### src/rtl/chs_pkg.sv
// ----------------------------------------------------------------------------
// chs_pkg
// Shared types, constants and arithmetic helpers of the cosine hemisphere
// sampler.
// ----------------------------------------------------------------------------
package chs_pkg;

  localparam int VECTOR_FRAC_BITS = 14;
  localparam int SAMPLE_BITS      = 16;
  localparam int CORDIC_STEPS     = 16;
  localparam int WORK_BITS        = 30;
  localparam int ONE              = 1 << VECTOR_FRAC_BITS;
  localparam int GAIN_Q30         = 652032874;
  localparam int INV_PI_Q32       = 1367130551;
  localparam int DENS_SHIFT       = VECTOR_FRAC_BITS + 16;
  localparam int DENS_MAX         = 32'h7FFF;

  // CORDIC datapath and per-stage square root lanes
  localparam int CW           = WORK_BITS + 3;
  localparam int SQ_STEPS     = WORK_BITS + 1;
  localparam int SQ_PER_STAGE = (SQ_STEPS + CORDIC_STEPS - 1) / CORDIC_STEPS;
  localparam int SQ_IN_W      = SAMPLE_BITS + 1;
  localparam int SQ_SHIFT     = 2 * WORK_BITS - SAMPLE_BITS;
  // radicand padded with leading zero digits so every stage slot has one
  localparam int SQ_N_W       = 2 * SQ_PER_STAGE * CORDIC_STEPS;
  localparam int REM_W        = SQ_STEPS + 3;

  // configuration register indexes
  localparam logic [1:0] REG_NORMAL_X  = 2'd0;
  localparam logic [1:0] REG_NORMAL_Y  = 2'd1;
  localparam logic [1:0] REG_NORMAL_Z  = 2'd2;
  localparam logic [1:0] REG_POLE_THR  = 2'd3;

  typedef struct packed {
    logic [15:0] rand_azimuth;
    logic [15:0] rand_elevation;
  } in_t;

  typedef struct packed {
    logic signed [15:0] dir_x;
    logic signed [15:0] dir_y;
    logic signed [15:0] dir_z;
    logic [14:0]        density;
  } out_t;

  typedef struct packed {
    logic               busy;
    logic signed [15:0] zx;
    logic signed [15:0] zy;
    logic signed [15:0] zz;
    logic signed [15:0] xx;
    logic signed [15:0] xy;
    logic signed [15:0] yx;
    logic signed [15:0] yy;
    logic signed [15:0] yz;
  } frame_t;

  typedef struct packed {
    logic                valid;
    logic signed [CW-1:0] x;
    logic signed [CW-1:0] y;
    logic [1:0]          quad;
    logic [SQ_STEPS-1:0] ct_root;
    logic [SQ_STEPS-1:0] st_root;
  } angle_t;

  // rounded right shift, ties away from zero
  function automatic logic signed [47:0] rnd_shift(input logic signed [47:0] v,
                                                  input int unsigned s);
    logic [47:0] mag;
    logic [47:0] r;
    mag = v[47] ? 48'(-v) : 48'(v);
    r = (mag + (48'(1) << (s - 1))) >> s;
    return v[47] ? -$signed(r) : $signed(r);
  endfunction

  function automatic logic signed [15:0] clamp1(input logic signed [47:0] v);
    if (v > 48'(ONE)) return 16'(ONE);
    if (v < -48'(ONE)) return -16'(ONE);
    return 16'(v);
  endfunction

  // atan(2^-i) in units of 2^-32 turn
  function automatic logic [31:0] atan_turn(input logic [4:0] i);
    logic [31:0] a;
    case (i)
      5'd0:  a = 32'h20000000;
      5'd1:  a = 32'h12E4051E;
      5'd2:  a = 32'h09FB385B;
      5'd3:  a = 32'h051111D4;
      5'd4:  a = 32'h028B0D43;
      5'd5:  a = 32'h0145D7E1;
      5'd6:  a = 32'h00A2F61E;
      5'd7:  a = 32'h00517C55;
      5'd8:  a = 32'h0028BE53;
      5'd9:  a = 32'h00145F2F;
      5'd10: a = 32'h000A2F98;
      5'd11: a = 32'h000517CC;
      5'd12: a = 32'h00028BE6;
      5'd13: a = 32'h000145F3;
      5'd14: a = 32'h0000A2F9;
      5'd15: a = 32'h0000517C;
      5'd16: a = 32'h000028BE;
      5'd17: a = 32'h0000145F;
      5'd18: a = 32'h00000A2F;
      5'd19: a = 32'h00000517;
      5'd20: a = 32'h0000028B;
      5'd21: a = 32'h00000145;
      5'd22: a = 32'h000000A2;
      5'd23: a = 32'h00000051;
      5'd24: a = 32'h00000028;
      5'd25: a = 32'h00000014;
      5'd26: a = 32'h0000000A;
      5'd27: a = 32'h00000005;
      5'd28: a = 32'h00000002;
      5'd29: a = 32'h00000001;
      default: a = 32'h00000000;
    endcase
    return a;
  endfunction

endpackage

### src/rtl/chs_frame.sv
// ----------------------------------------------------------------------------
// chs_frame
// Configuration registers and sequential builder of the tangent frame.
// ----------------------------------------------------------------------------
module chs_frame (
  input  logic                  clk_i,
  input  logic                  rst_ni,
  input  logic                  cfg_valid_i,
  input  logic [1:0]            cfg_index_i,
  input  logic [15:0]           cfg_data_i,
  output chs_pkg::frame_t       frame_o
);

  typedef enum logic [4:0] {
    F_IDLE  = 5'b00001,
    F_LOAD  = 5'b00010,
    F_SQRT  = 5'b00100,
    F_DIV   = 5'b01000,
    F_CROSS = 5'b10000
  } fstate_e;

  fstate_e state_q, state_d;
  logic [4:0]  cnt_q, cnt_d;
  logic [15:0] nx_q, ny_q, nz_q;
  logic [14:0] thr_q;
  logic [14:0] root_q, root_d;
  logic [28:0] n_q, n_d;
  logic [28:0] na_q, na_d, nb_q, nb_d;
  logic [15:0] rema_q, rema_d, remb_q, remb_d;
  logic [28:0] qa_q, qa_d, qb_q, qb_d;
  logic signed [15:0] xx_q, xx_d, xy_q, xy_d, yx_q, yx_d, yy_q, yy_d, yz_q, yz_d;

  logic signed [15:0] zx, zy, zz;
  logic signed [31:0] zsq, p_yx, p_yy, p_zxy, p_zyx;
  logic [15:0] abs_x, abs_y, mag_a, mag_b;
  logic [14:0] trial;
  logic [29:0] sq;
  logic [15:0] ra, rb;
  logic        pole;

  assign zx = chs_pkg::clamp1(48'($signed(nx_q)));
  assign zy = chs_pkg::clamp1(48'($signed(ny_q)));
  assign zz = chs_pkg::clamp1(48'($signed(nz_q)));

  always_ff @(posedge clk_i or negedge rst_ni) begin
    if (!rst_ni) begin
      nx_q  <= '0;
      ny_q  <= '0;
      nz_q  <= 16'(chs_pkg::ONE);
      thr_q <= 15'd2;
    end else if (cfg_valid_i) begin
      unique case (cfg_index_i)
        chs_pkg::REG_NORMAL_X: nx_q  <= cfg_data_i;
        chs_pkg::REG_NORMAL_Y: ny_q  <= cfg_data_i;
        chs_pkg::REG_NORMAL_Z: nz_q  <= cfg_data_i;
        chs_pkg::REG_POLE_THR: thr_q <= cfg_data_i[14:0];
        default: ;
      endcase
    end
  end

  assign zsq   = zz * zz;
  assign abs_x = zx[15] ? 16'(-zx) : 16'(zx);
  assign abs_y = zy[15] ? 16'(-zy) : 16'(zy);
  assign trial = root_q | (15'(1) << cnt_q);
  assign sq    = 30'(trial) * 30'(trial);
  assign pole  = (root_q == '0) || (root_q < thr_q);
  assign p_yx  = zz * xy_q;
  assign p_yy  = zz * xx_q;
  assign p_zxy = zx * xy_q;
  assign p_zyx = zy * xx_q;

  always_comb begin
    state_d = state_q;
    cnt_d   = cnt_q;
    root_d  = root_q;
    n_d     = n_q;
    na_d    = na_q;
    nb_d    = nb_q;
    rema_d  = rema_q;
    remb_d  = remb_q;
    qa_d    = qa_q;
    qb_d    = qb_q;
    xx_d    = xx_q;
    xy_d    = xy_q;
    yx_d    = yx_q;
    yy_d    = yy_q;
    yz_d    = yz_q;
    ra      = {rema_q[14:0], na_q[cnt_q]};
    rb      = {remb_q[14:0], nb_q[cnt_q]};
    mag_a   = '0;
    mag_b   = '0;
    unique case (state_q)
      F_IDLE: ;
      F_LOAD: begin
        n_d     = 29'(32'(chs_pkg::ONE * chs_pkg::ONE) - zsq);
        na_d    = 29'(abs_y) << chs_pkg::VECTOR_FRAC_BITS;
        nb_d    = 29'(abs_x) << chs_pkg::VECTOR_FRAC_BITS;
        root_d  = '0;
        cnt_d   = 5'd14;
        state_d = F_SQRT;
      end
      F_SQRT: begin
        if (sq <= 30'(n_q)) root_d = trial;
        if (cnt_q == '0) begin
          cnt_d   = 5'd28;
          rema_d  = '0;
          remb_d  = '0;
          qa_d    = '0;
          qb_d    = '0;
          state_d = F_DIV;
        end else begin
          cnt_d = cnt_q - 5'd1;
        end
      end
      F_DIV: begin
        // restoring division of both tangent components by the root of one minus zz squared
        if (ra >= {1'b0, root_q}) begin
          rema_d = ra - {1'b0, root_q};
          qa_d   = {qa_q[27:0], 1'b1};
        end else begin
          rema_d = ra;
          qa_d   = {qa_q[27:0], 1'b0};
        end
        if (rb >= {1'b0, root_q}) begin
          remb_d = rb - {1'b0, root_q};
          qb_d   = {qb_q[27:0], 1'b1};
        end else begin
          remb_d = rb;
          qb_d   = {qb_q[27:0], 1'b0};
        end
        if (cnt_q == '0) begin
          mag_a = (qa_d > 29'(chs_pkg::ONE)) ? 16'(chs_pkg::ONE) : qa_d[15:0];
          mag_b = (qb_d > 29'(chs_pkg::ONE)) ? 16'(chs_pkg::ONE) : qb_d[15:0];
          if (pole) begin
            xx_d = 16'(chs_pkg::ONE);
            xy_d = '0;
          end else begin
            xx_d = zy[15] ? -$signed(mag_a) : $signed(mag_a);
            xy_d = zx[15] ? $signed(mag_b) : -$signed(mag_b);
          end
          state_d = F_CROSS;
        end else begin
          cnt_d = cnt_q - 5'd1;
        end
      end
      F_CROSS: begin
        yx_d = chs_pkg::clamp1(chs_pkg::rnd_shift(-48'(p_yx), chs_pkg::VECTOR_FRAC_BITS));
        yy_d = chs_pkg::clamp1(chs_pkg::rnd_shift(48'(p_yy), chs_pkg::VECTOR_FRAC_BITS));
        yz_d = chs_pkg::clamp1(chs_pkg::rnd_shift(48'(p_zxy) - 48'(p_zyx),
                                                  chs_pkg::VECTOR_FRAC_BITS));
        state_d = F_IDLE;
      end
      default: state_d = F_IDLE;
    endcase
    // any register write restarts the build
    if (cfg_valid_i) state_d = F_LOAD;
  end

  always_ff @(posedge clk_i or negedge rst_ni) begin
    if (!rst_ni) begin
      state_q <= F_IDLE;
      cnt_q   <= '0;
      xx_q    <= 16'(chs_pkg::ONE);
      xy_q    <= '0;
      yx_q    <= '0;
      yy_q    <= 16'(chs_pkg::ONE);
      yz_q    <= '0;
    end else begin
      state_q <= state_d;
      cnt_q   <= cnt_d;
      xx_q    <= xx_d;
      xy_q    <= xy_d;
      yx_q    <= yx_d;
      yy_q    <= yy_d;
      yz_q    <= yz_d;
    end
  end

  always_ff @(posedge clk_i) begin
    root_q <= root_d;
    n_q    <= n_d;
    na_q   <= na_d;
    nb_q   <= nb_d;
    rema_q <= rema_d;
    remb_q <= remb_d;
    qa_q   <= qa_d;
    qb_q   <= qb_d;
  end

  assign frame_o.busy = (state_q != F_IDLE);
  assign frame_o.zx   = zx;
  assign frame_o.zy   = zy;
  assign frame_o.zz   = zz;
  assign frame_o.xx   = xx_q;
  assign frame_o.xy   = xy_q;
  assign frame_o.yx   = yx_q;
  assign frame_o.yy   = yy_q;
  assign frame_o.yz   = yz_q;

endmodule

### config.mk
export PLATFORM = sky130hd
export DESIGN_NAME = chs_frame
export DESIGN_NICKNAME = d
export VERILOG_FILES = /design/src/rtl/chs_pkg.sv /design/src/rtl/chs_frame.sv
export SDC_FILE = /design/constraint.sdc
export NUM_CORES = 2
export LEC_CHECK = 0
export BUFFER_PORTS_ARGS = -buffer_cell sky130_fd_sc_hd__buf_2
export CORE_ASPECT_RATIO = 2
export CORE_UTILIZATION = 45
export DETAILED_ROUTE_END_ITERATION = 16
export PLACE_DENSITY = 0.73
export SYNTH_ARGS = -nofsm -noshare
export SYNTH_HDL_FRONTEND = slang
export SYNTH_SLANG_ARGS = --single-unit
### constraint.sdc
create_clock -name clk_i -period 14.1 [get_ports clk_i]
set_input_delay 1.41 -clock clk_i [delete_from_list [all_inputs] [get_ports clk_i]]
set_output_delay 1.41 -clock clk_i [all_outputs]
set_load 0.05 [all_outputs]
; After elaboration in Yosys (flattened, before gate mapping)
; Index checks and enable logic that the tools add are counted.
[word_totals]
reg_bits = 313
input_bits = 21
output_inout_bits = 129
wordCells = 183
[classes]
addsub = 19
multipliers = 6
magnitude_cmp = 19
eq_ne = 15
shifts = 1
muxes = 87
bitwise_logic = 1
reduce_logical = 16
[op_table]
columns = cell, n
row1 = $mux 16, 30
row2 = $mux 48, 6
row3 = $add 48x14->48 const B, 3
row4 = $gt 48x16->1 const B, 3
row5 = $lt 48x15->1 const B, 3
row6 = $neg 34->48, 3
row7 = $mul 16x16->32, 4
row8 = $pmux 28 s2, 2
row9 = $neg 32->48, 2
row10 = $mux 15, 6
row11 = $pmux 15 s2, 3
row12 = $gt 29x15->1 const B, 2
row13 = $mux 29, 2
row14 = $gt 16x16->1 const B, 3
row15 = $lt 16x15->1 const B, 3
row16 = $neg 33->48, 1
row17 = $neg 48->48, 1
row18 = $sub 32x32->33, 1
row19 = $ge 16x15->1, 2
row20 = $neg 16->16, 2
row21 = $le 30x29->1, 1
row22 = $mul 15x15->30, 1
row23 = $neg 15->15, 2
row24 = $sub 15x15->15, 2
row25 = other kinds (31), 76

; Logic depth before layout (Yosys ltp)
[depth]
depth_word = 19
ltp_mapped = 55
depth_no_buf = 46

; Worst setup path before layout
; No wires, ideal clock.
[synth_timing]
path_kind = register to register
startpoint = reg ny_q[10]
endpoint = reg yz_q[10]
t_arrival_ns = 13.656
slack_ns = 0.376
stages_incl_launch_ff = 52
cell_sequence = dfrtp_1 > or4_1 > nor3_1 > a31oi_1 > a21oi_1 > clkbuf_1 > and2_1 > clkbuf_1 > clkbuf_1 > nand2_1 > fa_1 > inv_1 > fa_1 > inv_1 > fa_1 > fa_1 > fa_1 > fa_1 > (+16 left out) > clkbuf_1 > nor2_1 > nor2_1 > ha_1 > clkbuf_1 > maj3_1 > nand2_1 > o31ai_1 > xor2_1 > and2_1 > nand2_1 > nor3_1 > nand2_1 > nor2_1 > a21oi_1 > or3_1 > o31ai_1 > a22o_1
[synth_lines]
columns = item, line
row1 = start: declaration, chs_frame.sv:24  ; logic [15:0] nx_q, ny_q, nz_q;
row2 = start signal: assignment, chs_frame.sv:54  ; chs_pkg::REG_NORMAL_Y: ny_q <= cfg_data_i;
row3 = end signal: assignment, chs_frame.sv:176  ; yz_q <= yz_d;
row4 = end: declaration, chs_frame.sv:31  ; logic signed [15:0] xx_q, xx_d, xy_q, xy_d, yx_q, yx_d, yy_q, yy_d, yz_q, yz_d;

; Worst setup path after layout
[layout_timing]
startpoint = reg nz_q[10]
endpoint = reg yx_q[8]
[layout_between]
elab_chain_len = 18
elab_cells_between_ends = 25
[layout_rtl]
columns = item, line
row1 = start: declaration, chs_frame.sv:24
row2 = start signal: assignment, chs_frame.sv:49  ; nz_q <= 16'(chs_pkg::ONE);
row3 = start signal: assignment, chs_frame.sv:55  ; chs_pkg::REG_NORMAL_Z: nz_q <= cfg_data_i;
row4 = $lt 16x15->1, chs_pkg.sv:79  ; if (v < -48'(ONE)) return -16'(ONE);
row5 = $mux 1 (2 in a row), chs_pkg.sv:79
row6 = $mux 16, chs_pkg.sv:80  ; return 16'(v);
row7 = $mux 16 *, chs_pkg.sv:79
row8 = $mul 16x16->32 *, chs_frame.sv:68  ; assign p_yx = zz * xy_q;
row9 = $neg 32->48 *, chs_frame.sv:148  ; yx_d = chs_pkg::clamp1(chs_pkg::rnd_shift(-48'(p_yx), chs_pkg::VECTOR_FRAC_BITS));
row10 = $neg 48->48, chs_pkg.sv:72  ; mag = v[47] ? 48'(-v) : 48'(v);
row11 = $mux 48, chs_pkg.sv:72
row12 = $add 48x14->48, chs_pkg.sv:73  ; r = (mag + (48'(1) << (s - 1))) >> s;
row13 = $neg 34->48, chs_pkg.sv:74  ; return v[47] ? -$signed(r) : $signed(r);
row14 = $mux 48 *, chs_pkg.sv:74
row15 = $lt 48x15->1, chs_pkg.sv:79
row16 = $mux 1 (2 in a row), chs_pkg.sv:79
row17 = $mux 1, chs_frame.sv:93  ; unique case (state_q)
row18 = $mux 16, chs_pkg.sv:80
row19 = $mux 16 *, chs_pkg.sv:79
row20 = end signal: assignment, chs_frame.sv:174  ; yx_q <= yx_d;
row21 = end: declaration, chs_frame.sv:31
; Mark *: on every way between the ends. The rest lies on a longest branch, timed or not. The select of a mux whose other input is x is not followed.
; A chain may end at the register's enable or synchronous reset.

==> key figures <==
Logic synthesis
  – Sequential share of the synthesized area: 11.08%
  – Post-synth EDFFs: 159
  – Synthesized Nets: 10670
  – Top-count cell post-synth: inv_1
  – Unique masters post-synth: 108
  – Synthesized area per cell: 9.080 µm²
  – Largest family of logic cells by synthesized area: adder cells
  – Mux share of post-synthesis cell area: 1.531%
  – Cell taking the most area after synthesis: fa_1
  – Simple-gate share of the synthesized area: 16.35%
  – Async set or reset register ratio after synthesis: 49.04%
  – Mapped cell area: 77730 µm²
  – Syn Inst Count: 8561
  – XOR/XNOR share of the synthesized area: 4.476%
  – Main flop type after synthesis: edfxtp_1
  – Post-synth top area share: 38.04%
  – Number of synthesis warnings: 0
  – Top cells by area, synth: fa_1 38%, ha_1 9.9%, inv_1 8.1%
  – Yosys reg bits: 312
  – Most frequent cells after synthesis: 1684 x inv_1, 1477 x fa_1, 918 x nand2_1, 615 x ha_1, 445 x nor2_1
  – Post-Synth Adder-Cell Area: 47.95%
  – Synth Area in Compound Gates: 8.470%

Critical path
  – R2R Setup Slk: 610 ps
  – Setup CP Type: flop to flop
  – CP Capture Type: flop
  – Worst-path maximum fanout: 63
  – Startpoint types: flop
  – Crit-path max cell delay: 630 ps
  – CP required: 14600 ps
  – Slowest cell on the critical path: or4b_1
  – CP most frequent cell: fa_1
  – Arr. time, crit path: 13990 ps

Cells and area
  – Filler cell count: 16230
  – Biggest regs: n_q x28, qa_q x28, qb_q x28
  – Share of post-route cells with drive strength above 1: 6.285%
  – # nets final: 10620
  – Synth-to-Final Area Change: 5.907%

Timing
  – Final period util: 95.69%
  – Worst Tran Pin Value: 1506 ps
  – Final Setup Violations: 0
  – Slew margin rel.: -1.491%
  – Fin crit period: 13490 ps
  – Max Clock Freq: 74.12 MHz
  – Final setup TNS: 0 ps
  – Final hold violation count: 0
  – Slew Viols, Final: 2
  – Worst Skew: 69.79 ps
  – Final hold slack: 480.1 ps
  – RSZ-0062 raised after global routing: no

Floorplanning
  – Top-Level Pins: 150
  – Die Span Y: 589.8 µm
  – Rows: 215
  – Area of the core: 171600 µm²
  – Full die area: 174500 µm²
  – Initial Utilization: 45.29%
  – Die Wd: 295.9 µm

Job
  – Max Cap Viol: 1

Drt
  – DRT Wirelength: 248100 µm
  – Routed vias: 62050
  – Initial DRC Count: 4380
  – WL per Instance: 22.94 µm
  – Remaining DRCs: 0
  – Antenna Nets Post-Route: 0
  – DR vias/cell: 5.739
  – Drt pass-1 iters: 8

Clocking
  – Root Buffer: clkbuf_16
  – Sink Count: 312
  – Worst-Skew Late Latency: 680 ps
  – Post-CTS Hold Fix Bufs: 0
  – CTS Buffer Depth: 3
  – H-tree levels: 2
  – Clock-pin slew of the registers on the worst-case setup and hold paths: 60 ps
  – CTS tree: done
  – Total CTS buffers: 34

Global routing
  – Initial antenna violation count: 7
  – Total congestion overflow: 0
  – Vias in the first global route: 67990
  – First-pass GRT wire length: 387200 µm
  – Overall routing resource usage: 29.29%
  – Pin count of the biggest net entering global routing: 87

Placed design
  – Final HPWL DP: 201000 µm
  – Input/output buffers: 149
  – GP Congestion: 0.9835

Worst hold path
  – Min-delay worst type: flop to flop

Outcome
  – Outcome: complete, but fails checks
  – Failing checks: capacitance limit, slew limit
## per-stage QoR
step                utilization, %  std cells  setup WS [ps]  instance area (µm²)
finish                       47.97      10810          608.3                82330
global route                 47.96      10810          9.044                82310
global placement             47.26      10740          878.1                81120
CTS                          47.94      10810          621.9                82280
detailed placement           47.26      10740          679.5                81120
floorplan                        -       8561          375.9                77730
## critical path, delay by kind of cell, from the launching register on
family                     cells  cell delay (ps)
and+or+nand+nor               15             4390
AOI/OAI and AO/OA             10             3200
adders and majority gates      7             3030
buffers and inverters          8             1820
DFF                            1              540
xor gates and xnor gates       1              310
## repair_timing
action,4_1_cts,5_1_grt
gates resized for setup,0,5
setup endpoints to repair,0,20
endpoints found under the hold margin,0,0
buffers inserted,0,0
## final timing paths
kind	startpoint	to	cells after the start
min	yz_q[15]	yz_q[15]	1
min reg2reg	yz_q[15]	yz_q[15]	1
max	nz_q[10]	yx_q[8]	41
min in group asynchronous	rst_ni	yy_q[6]	1
max in group asynchronous	rst_ni	nz_q[15]	3
max reg2reg	nz_q[10]	yx_q[8]	41
## area by class of cell
cell class                      instances  area [µm²]  area share [%]
Antenna cell                            7       17.52         0.02128
Clock buffer                           48       963.4           1.170
Clock inverter                         14       201.4          0.2447
Inverter                             1692        6355           7.719
Multi-Input combinational cell       6155       61380           74.55
Sequential cell                       312        8612           10.46
Tap cell                             2278        2850           3.462
Timing Repair Buffer                  307        1951           2.369
## cells by family after synthesis
kind of cell / Yosys count
and+or+nand+nor: 2577
buffers and inverters: 2094
adders and majority gates: 2093
AOI/OAI and AO/OA: 990
xor gates and xnor gates: 390
DFF: 312
muxes: 105
## layout by cell type (no fill, tap or decap), types with 56 or more instances in the layout
master	n
xnor2_1	292
mux2_2	71
o21ai_0	196
nor3_1	112
fa_1	1477
a21oi_1	239
inv_1	1683
ha_1	615
xor2_1	89
nand2_1	918
buf_2	148
dfrtp_1	146
and2_1	281
nand2b_1	56
edfxtp_1	159
and3_1	341
a21o_1	82
nand3_1	105
nor2_1	445
buf_4	157
## metal layers
layer  GRT usage, %  vias to the layer above  routed length, µm
met5        0.08410                        -                 68
met2          51.25                     2762             125600
met1          28.48                    31180              75150
met3          5.706                     1142              18010
li1               -                    26960                  -
met4          27.83                        8              29210
Power is not shown: default switching activity piles up to over one toggle a cycle in this logic, so the estimate is an artifact.
